===== src/design/assert_macros.svh =====
// assertion helpers for the edge list parser rtl
// no dependencies; pulled in by the modules that check their own logic
`ifndef ASSERT_MACROS_SVH
`define ASSERT_MACROS_SVH
`ifndef SYNTHESIS
`define ASSERT_IMPL(label, clk, rst, prop, msg) \
  label: assert property (@(posedge clk) disable iff (rst) (prop)) else $error(msg);
`define ASSERT_NEXT(label, clk, rst, cond, prop, msg) \
  label: assert property (@(posedge clk) disable iff (rst) (cond) |=> (prop)) else $error(msg);
`else
`define ASSERT_IMPL(label, clk, rst, prop, msg)
`define ASSERT_NEXT(label, clk, rst, cond, prop, msg)
`endif
`endif


===== src/design/elp_pkg.sv =====
// shared types and constants for the edge list text parser
// no dependencies; imported by edge_list_text_parser_unit
package elp_pkg;

  localparam int unsigned CharW   = 8;
  localparam int unsigned NodeW   = 32;
  localparam int unsigned CountW  = 10;
  localparam int unsigned InDataW  = 16;
  localparam int unsigned OutDataW = 80;

  localparam logic [CountW-1:0] EdgeLimitReset = CountW'(50);

  localparam logic [CharW-1:0] ChSpace = 8'h20;
  localparam logic [CharW-1:0] ChComma = 8'h2C;
  localparam logic [CharW-1:0] ChBar   = 8'h7C;
  localparam logic [CharW-1:0] ChZero  = 8'h30;
  localparam logic [CharW-1:0] ChNine  = 8'h39;

  typedef enum logic [1:0] {
    CLS_SEP   = 2'd0,
    CLS_LINK  = 2'd1,
    CLS_DIGIT = 2'd2
  } char_class_t;

  typedef struct packed {
    logic [CountW-1:0] edges_so_far;
    logic              list_full;
    logic              syntax_error;
    logic [NodeW-1:0]  edge_target;
    logic [NodeW-1:0]  edge_source;
    logic              edge_valid;
  } parse_result_t;

endpackage


===== src/design/edge_list_text_parser_unit.sv =====
// edge list text parser: one character per request, one result per request
// depends on elp_pkg and assert_macros.svh
//
//  channel  | dir | fields (lsb first)
//  s_*      | in  | tdata: char_code[7:0], line_start[8], zero pad
//  m_*      | out | tdata: edge_valid, edge_source, edge_target, syntax_error,
//           |     |        list_full, edges_so_far, zero pad
//  cfg_*    | in  | edge_limit write, 10 bits
//
// one request per cycle sustained while m is not stalled; m_tvalid rises after the
// s accept once the character has gone through the input register, then the parse
// step into the result register
// the parse step is a multiply by ten as two shifts and adds plus class compares
// rst is synchronous; it clears the parser state and both valid flags and sets edge_limit to 50
// a stall on m holds the result register, then the input register, then s_tready
`include "assert_macros.svh"

module edge_list_text_parser_unit #(
  parameter logic [elp_pkg::CountW-1:0] EDGE_LIMIT_RESET = elp_pkg::EdgeLimitReset
) (
  input  logic                         clk,
  input  logic                         rst,
  input  logic                         s_tvalid,
  output logic                         s_tready,
  input  logic [elp_pkg::InDataW-1:0]  s_tdata,   // char_code[7:0], line_start[8]
  output logic                         m_tvalid,
  input  logic                         m_tready,
  output logic [elp_pkg::OutDataW-1:0] m_tdata,   // edge_valid, edge_source[32],
                                                  // edge_target[32], syntax_error,
                                                  // list_full, edges_so_far[10]
  input  logic                         cfg_we,
  input  logic [elp_pkg::CountW-1:0]   cfg_wdata
);
  import elp_pkg::*;

  logic [CountW-1:0] edge_limit;

  // input register
  logic             in_full;
  logic [CharW-1:0] in_char;
  logic             in_line_start;

  // parser state
  logic [NodeW-1:0]  number_value,   number_value_next;
  logic              value_present,  value_present_next;
  char_class_t       last_class,     last_class_next;
  char_class_t       earlier_class,  earlier_class_next;
  logic [CountW-1:0] edge_count,     edge_count_next;
  logic [NodeW-1:0]  pending_source, pending_source_next;

  // result register
  logic          out_valid;
  parse_result_t out_res;
  parse_result_t res_next;

  logic advance;

  assign advance  = in_full && (!out_valid || m_tready);
  assign s_tready = !in_full || advance;
  assign m_tvalid = out_valid;
  assign m_tdata  = {{(OutDataW - $bits(parse_result_t)){1'b0}}, out_res};

  always_ff @(posedge clk) begin
    if (rst) begin
      edge_limit <= EDGE_LIMIT_RESET;
    end else if (cfg_we) begin
      edge_limit <= cfg_wdata;
    end
  end

  always_ff @(posedge clk) begin
    if (rst) begin
      in_full <= 1'b0;
    end else if (s_tready) begin
      in_full <= s_tvalid;
    end
  end

  always_ff @(posedge clk) begin
    if (s_tvalid && s_tready) begin
      in_char       <= s_tdata[CharW-1:0];
      in_line_start <= s_tdata[CharW];
    end
  end

  always_comb begin
    logic [NodeW-1:0]  num_cur;
    logic              vp_cur;
    char_class_t       last_cur;
    char_class_t       earlier_cur;
    logic [CountW-1:0] count_cur;
    logic [NodeW-1:0]  pend_cur;
    logic              is_sep;
    logic              is_digit;

    // line start wipes the state before this character is looked at
    num_cur     = in_line_start ? '0 : number_value;
    vp_cur      = in_line_start ? 1'b0 : value_present;
    last_cur    = in_line_start ? CLS_SEP : last_class;
    earlier_cur = in_line_start ? CLS_SEP : earlier_class;
    count_cur   = in_line_start ? '0 : edge_count;
    pend_cur    = in_line_start ? '0 : pending_source;

    is_sep   = (in_char == ChSpace) || (in_char == ChComma) || (in_char == ChBar);
    is_digit = (in_char >= ChZero) && (in_char <= ChNine);

    number_value_next   = num_cur;
    value_present_next  = vp_cur;
    last_class_next     = last_cur;
    earlier_class_next  = earlier_cur;
    edge_count_next     = count_cur;
    pending_source_next = pend_cur;

    res_next = '0;

    if (count_cur >= edge_limit) begin
      res_next.list_full = 1'b1;
    end else if (is_sep) begin
      // a separator closes an edge only after link then digits
      if (vp_cur && earlier_cur == CLS_LINK && last_cur == CLS_DIGIT) begin
        res_next.edge_valid  = 1'b1;
        res_next.edge_source = pend_cur;
        res_next.edge_target = num_cur;
        edge_count_next      = count_cur + CountW'(1);
        pending_source_next  = '0;
        earlier_class_next   = last_cur;
        number_value_next    = '0;
        value_present_next   = 1'b0;
        last_class_next      = CLS_SEP;
      end
    end else if (is_digit) begin
      number_value_next  = (num_cur << 3) + (num_cur << 1)
                         + NodeW'(in_char - ChZero);
      value_present_next = 1'b1;
      if (last_cur != CLS_DIGIT) begin
        earlier_class_next = last_cur;
      end
      last_class_next = CLS_DIGIT;
    end else if (last_cur != CLS_LINK) begin
      if (vp_cur) begin
        if (earlier_cur == CLS_SEP && last_cur == CLS_DIGIT) begin
          pending_source_next = num_cur;
          earlier_class_next  = last_cur;
        end else if ((earlier_cur == CLS_DIGIT && last_cur == CLS_SEP) ||
                     (earlier_cur == CLS_LINK && last_cur == CLS_DIGIT)) begin
          // edge closes and its target becomes the next source
          res_next.edge_valid  = 1'b1;
          res_next.edge_source = pend_cur;
          res_next.edge_target = num_cur;
          edge_count_next      = count_cur + CountW'(1);
          pending_source_next  = num_cur;
          earlier_class_next   = last_cur;
        end else begin
          res_next.syntax_error = 1'b1;
        end
      end
      number_value_next  = '0;
      value_present_next = 1'b0;
      last_class_next    = CLS_LINK;
    end

    res_next.edges_so_far = edge_count_next;
  end

  always_ff @(posedge clk) begin
    if (rst) begin
      number_value   <= '0;
      value_present  <= 1'b0;
      last_class     <= CLS_SEP;
      earlier_class  <= CLS_SEP;
      edge_count     <= '0;
      pending_source <= '0;
    end else if (advance) begin
      number_value   <= number_value_next;
      value_present  <= value_present_next;
      last_class     <= last_class_next;
      earlier_class  <= earlier_class_next;
      edge_count     <= edge_count_next;
      pending_source <= pending_source_next;
    end
  end

  always_ff @(posedge clk) begin
    if (rst) begin
      out_valid <= 1'b0;
    end else if (advance) begin
      out_valid <= 1'b1;
    end else if (m_tready) begin
      out_valid <= 1'b0;
    end
  end

  always_ff @(posedge clk) begin
    if (advance) begin
      out_res <= res_next;
    end
  end

  `ASSERT_IMPL(a_edge_excl, clk, rst,
    !(out_valid && out_res.edge_valid) || (!out_res.list_full && !out_res.syntax_error),
    "edge result also flagged as full or error")
  `ASSERT_IMPL(a_no_edge_zero, clk, rst,
    !(out_valid && !out_res.edge_valid) || (out_res.edge_source == '0 && out_res.edge_target == '0),
    "nodes nonzero on a result without an edge")
  `ASSERT_NEXT(a_advance_loads, clk, rst, advance, out_valid,
    "result register not loaded after a parse step")
  `ASSERT_IMPL(a_empty_ready, clk, rst, in_full || s_tready,
    "input register empty but not ready")

endmodule

===== config.mk =====
export PLATFORM = sky130hd
export DESIGN_NAME = edge_list_text_parser_unit
export DESIGN_NICKNAME = d
export VERILOG_FILES = /design/src/design/elp_pkg.sv /design/src/design/edge_list_text_parser_unit.sv
export VERILOG_INCLUDE_DIRS = /design/src /design/src/design
export SDC_FILE = /design/constraint.sdc
export NUM_CORES = 1
export LEC_CHECK = 0
export ABC_AREA = 0
export BUFFER_PORTS_ARGS = -buffer_cell sky130_fd_sc_hd__buf_2
export CORE_MARGIN = 4
export CORE_UTILIZATION = 40
export DETAILED_ROUTE_END_ITERATION = 10
export MAX_ROUTING_LAYER = met4
export PLACE_DENSITY = 0.59
export SYNTH_ARGS = -nofsm -noshare
export SYNTH_HDL_FRONTEND = slang
export SYNTH_SLANG_ARGS = --single-unit

===== constraint.sdc =====
create_clock -name clk -period 5.45 [get_ports clk]
set_input_delay 0.545 -clock clk [delete_from_list [all_inputs] [get_ports clk]]
set_output_delay 0.545 -clock clk [all_outputs]
set_load 0.1 [all_outputs]

### Yosys cells after proc, flatten, opt, wreduce, memory -nomap -nowiden

Index checks and enable logic that the tools add are counted.

| storage, ports and cells | value |
|---|---|
| register bits | 177 |
| bits in latches | 0 |
| RAM bits | 0 |
| memory bits (read-only) | 0 |
| input port bits | 31 |
| output and inout port bits | 82 |
| logic and storage cells | 110 |
| memories kept | 0 |

| operators by class | value |
|---|---|
| $add $sub $neg | 4 |
| multipliers | 0 |
| div/mod/pow operators | 0 |
| order comparisons | 3 |
| equality and inequality tests | 8 |
| shift operators | 0 |
| multiplexer cells | 57 |
| bitwise logic cells | 2 |
| reductions and logical operators | 19 |

Operators by type and width:

| kind | count |
|---|---|
| $mux W32 | 15 |
| $mux W65 | 7 |
| $mux W10 | 9 |
| $add A32 B32 Y32 | 2 |
| $mux W2 | 16 |
| $eq A8 B6 Y1 const B | 2 |
| $add A10 B1 Y10 const B | 1 |
| $ge A10 B10 Y1 | 1 |
| $mux W1 | 10 |
| $sub A8 B6 Y9 const B | 1 |
| $eq A8 B7 Y1 const B | 1 |
| $ge A8 B6 Y1 const B | 1 |
| $le A8 B6 Y1 const B | 1 |
| $logic_and A1 B1 Y1 | 8 |
| $reduce_or A6 Y1 | 1 |
| $logic_or A1 B1 Y1 | 5 |
| $eq A2 B2 Y1 const B | 2 |
| $logic_not A2 Y1 | 2 |
| $eq A2 B1 Y1 const B | 1 |
| $logic_not A1 Y1 | 2 |
| $ne A2 B1 Y1 const B | 1 |
| $ne A2 B2 Y1 const B | 1 |
| $not A1 Y1 | 2 |
| $reduce_bool A2 Y1 | 1 |

### Logic depth before layout (Yosys ltp)

| logic depth | value |
|---|---|
| word-level depth | 11 |
| mapped depth | 17 |
| mapped depth without buffers | 15 |

### Worst setup path before layout

Ideal clock, no wire load.

| timing | value |
|---|---|
| path type | flip-flop to flip-flop |
| start point | register in_char[4] |
| end point | register number_value[28] |
| setup time | 0.117 ns |
| data arrival time | 4.301 ns |
| required time | 5.333 ns |
| path slack | 1.032 ns |
| stages on the path, launching flop included | 14 |
| buffers on the path | 0 |
| period minus slack after synthesis | 4.418 ns |
| cells stage by stage | edfxtp_1 -> ha_1 -> or3_1 -> inv_1 -> fa_1 -> ha_1 -> or2_2 -> nand2_1 -> o21ai_0 -> or3b_2 -> a31oi_1 -> o311ai_1 -> xor2_1 -> a32o_1 |

| on the way | value |
|---|---|
| word-level cells in the longest chain between the ends | 5 |
| elaborated cells between the ends (all ways) | 13 |
| classes of those cells | add/sub: 2; order compare: 2; eq/ne: 3; mux: 3; reduce/logical: 3 |

RTL lines:

| what | line | text |
|---|---|---|
| from (decl) | edge_list_text_parser_unit.sv:40 | `logic [CharW-1:0] in_char;` |
| from (signal assigned) | edge_list_text_parser_unit.sv:81 | `in_char <= s_tdata[CharW-1:0];` |
| $sub A8 B6 Y9, or another cell as far along | edge_list_text_parser_unit.sv:133 | `+ NodeW'(in_char - ChZero);` |
| $add A32 B32 Y32, or another cell as far along | edge_list_text_parser_unit.sv:133 |  |
| $mux W32 or $logic_or A1 B1 Y1 (tied branches) | edge_list_text_parser_unit.sv:131, edge_list_text_parser_unit.sv:104 |  |
| $mux W32 (*) | edge_list_text_parser_unit.sv:118 | `end else if (is_sep) begin` |
| $mux W32 (*) | edge_list_text_parser_unit.sv:116 | `if (count_cur >= edge_limit) begin` |
| to (signal assigned) | edge_list_text_parser_unit.sv:174 | `number_value <= number_value_next;` |
| to (decl) | edge_list_text_parser_unit.sv:44 | `logic [NodeW-1:0] number_value, number_value_next;` |

Every way passes the cells marked *; elsewhere a longest branch is shown, timed or not.
A chain may end at the register's enable or synchronous reset.

### Final worst setup path

Ends and elaborated chain as after synthesis.

==> impl_results.md <==
- Outcome: complete, no violations
- Slowest cell delay on critical path: 0.48 ns
- Share of post-route cells with drive strength above 1: 0.158
- IO Port Bufs: 102
- Syn avg cell area: 9.97 um2
- Switching pwr: 903 uW
- Yosys warning count: 0
- Antenna Nets Post-Route: 0
- Via count: 7381
- Pint: 2.15 mW
- Critical path endpoint category: register
- Antenna cells: 0
- DIE WIDTH: 163 um
- Data arrival, critical path: 4.85 ns
- # fillers: 2301
- Finish-stage setup viols: 0
- Crit-path max FO: 7
- Final Hold Vio Count: 0
- Max-cap viol count: 0
- Seq pwr share: 0.473
- Slew @ Worst Pin: 1.09 ns
- DRC violation count after routing: 0
- Area contributors post-synth: edfxtp_1 (27%), dfxtp_1 (19%), fa_1 (6.0%)
- Gr ovfl total: 0
- Detailed placer's ending HPWL: 16200 um
- Tcrit/Tclk final: 0.830
- Row count: 56
- Final WL: 23100 um
- # hold bufs at CTS: 0
- Full die area: 0.0267 mm2
- Area leader, netlist: edfxtp_1
- CTS root buffer: clkbuf_16
- Number of synthesized flops with an enable pin: 86
- Core ar.: 0.0236 mm2
- Cells resized by post-CTS repair: 0
- Synth Cell Area: 0.00967 mm2
- Via density: 5.30
- GPL Wtd Cong: 0.892
- Startpoint Class: register
- Worst skew pair latency: 0.44 ns
- Worst path most repeated cell: ha_1
- Layout Nets: 1165
- Layout area overhead: 14.8%
- Worst path cell trace: ha_1, or3_1, inv_1, buf_4, fa_1, ha_1, or2_2, nand2_1, o21ai_0, or3b_2, a31oi_1, o311ai_1, xor2_1, a32o_1
- Clock transition at path regs: 0.07 ns
- Min Clock Period, post-route: 4.52 ns
- H-tree levels: 4
- Netlist cell types: 77
- Leakage: 4.57 nW
- Setup repair bufs after CTS: 0
- Clock share of power: 0.401
- Die Y: 163 um
- First-pass GRT wire length: 37900 um
- FF-to-FF path depth: 14
- Clock skew: 0.0158 ns
- Synthesis-stage register bit count: 177
- Final Core Density: 0.470
- Max-slew violation count: 0
- Setup TNS: 0 ns
- Vias in the first global route: 7299
- FFs w/ async S/R, synth: 0
- Sequential share of the synthesized area: 0.456
- Sw Ratio: 0.296
- Dominant synthesized flop cell: dfxtp_1
- Pwr Total: 3.05 mW
- Worst-case clock buffer depth: 2
- Starting DRT DRC Count: 556
- Initial antenna violation count: 0
- Top cell type's share of synthesized area: 0.267
- Comb power frac: 0.126
- RSZ-0062 raised after global routing: no
- TritonCTS Buffers: 17
- Critical Path RT: 5.78 ns
- Peak Freq: 221 MHz
- Clk sinks: 177
- Worst min path class: in -> reg
- Drt first pass iters: 5
- Pin count of the biggest net entering global routing: 79
- Slowest-stage cell, CP: edfxtp_1
- WL per Instance: 16.6 um
- # IOs: 113
- Critical setup path kind: reg -> reg
- Pwr dens: 275 mW/mm2
- Mapped Cells: 970
- Worst VDD drop: 157 uV
- Slew headroom: 0.277
- CTS tree: built
- Global Route Usage Sum: 0.183
- Cell count of the worst hold path: 1
- Initial core utilization: 0.409
-- worst paths after layout --
check	start	to	slack, ns
min reg2reg	pending_source[29]	pending_source[29]	0.46
max	in_char[4]	number_value[28]	0.93
max reg2reg	in_char[4]	number_value[28]	0.93
min	s_tdata[6]	in_char[6]	0.28
-- sequential cells by signal (all words and copies together) (netlist names) --
signal,count
m_tdata,77
last_class,2
pending_source,32
earlier_class,2
in_line_start,1
m_tvalid,1
edge_limit,10
value_present,1
edge_count,10
in_full,1
in_char,8
number_value,32
-- cells in the mapped netlist, drive strengths merged, types with 5 or more instances --
cell,n
a211oi,5
a21o,15
a21oi,53
a22oi,45
a31oi,12
and2,58
buf,11
clkbuf,35
dfxtp,91
edfxtp,86
fa,29
ha,44
inv,53
mux2i,9
nand2,63
nand2b,10
nand3,24
nand4,7
nor2,98
nor2b,34
nor3,18
o211ai,9
o21a,7
o21ai,40
or2,5
or3,8
xnor2,20
xor2,15
-- metrics by stage --
step | cell area (um2) | std cells | setup slack, ns | hold slack [ns]
detailed placement | 10500 | 1361 | 0.975 | 0.455
global placement | 10500 | 1361 | 0.996 | 0.442
floorplan | 9670 | 972 | 1.03 | 0.425
CTS | 11100 | 1393 | 0.946 | 0.275
finish | 11100 | 1393 | 0.927 | 0.283
global route | 11100 | 1393 | 0.752 | 0.281
-- cells in the final DEF (no fill, tap or decap), drive strengths merged, types with 34 or more instances in the layout --
cell | synthesis | final
nor2 | 98 | 98
buf | 11 | 116
dfxtp | 91 | 91
o21ai | 40 | 40
a22oi | 45 | 45
nand2 | 63 | 63
a21oi | 53 | 53
edfxtp | 86 | 86
ha | 44 | 44
and2 | 58 | 58
inv | 53 | 62
nor2b | 34 | 34
-- per-layer routing --
layer | vias to the layer above | share of wire | global-route usage | wire (um)
met5 | - | 0 | - | 0
met4 | 0 | 0.011 | 0.0465 | 256
met3 | 22 | 0.045 | 0.0227 | 1030
met2 | 179 | 0.47 | 0.292 | 10800
met1 | 3551 | 0.48 | 0.248 | 11000
li1 | 3629 | - | - | -
-- logic make-up after synthesis --
family / synth area share
flops: 0.456
buf+inv: 0.0412
compound gates: 0.167
mux: 0.0105
fa+ha+maj: 0.117
xor+xnor: 0.0317
simple gates: 0.177
other cells: 0.000388
-- cell type report --
type	instances	area (um2)	share of cell area
multi-input cells	696	4880	0.440
flip-flops and latches	177	4400	0.397
repair buffers	116	628	0.0566
clock buffers	20	468	0.0422
well taps	319	399	0.0360
inverters	53	200	0.0180
clock inverters	12	111	0.0100
-- power by group through the flow --
stage               Combinational [mW]  Clock, mW  Sequential, mW
floorplan                        0.145          0            1.63
global placement                 0.383          0            1.47
detailed placement               0.385          0            1.47
CTS                              0.387       1.25            1.44
global route                     0.411       1.29            1.45
finish                           0.385       1.22            1.44
-- critical path, delay by kind of cell, from the launching register on --
family | cells | cell delay [ns]
AND/OR/NAND/NOR | 4 | 1.30
AO/OA/AOI/OAI | 4 | 0.88
adder cells (fa/ha/maj) | 3 | 1.13
XOR/XNOR | 1 | 0.17
flip-flops | 1 | 0.48
buffers and inverters | 2 | 0.45
No activity file was read; power rests on OpenSTA's default activity.
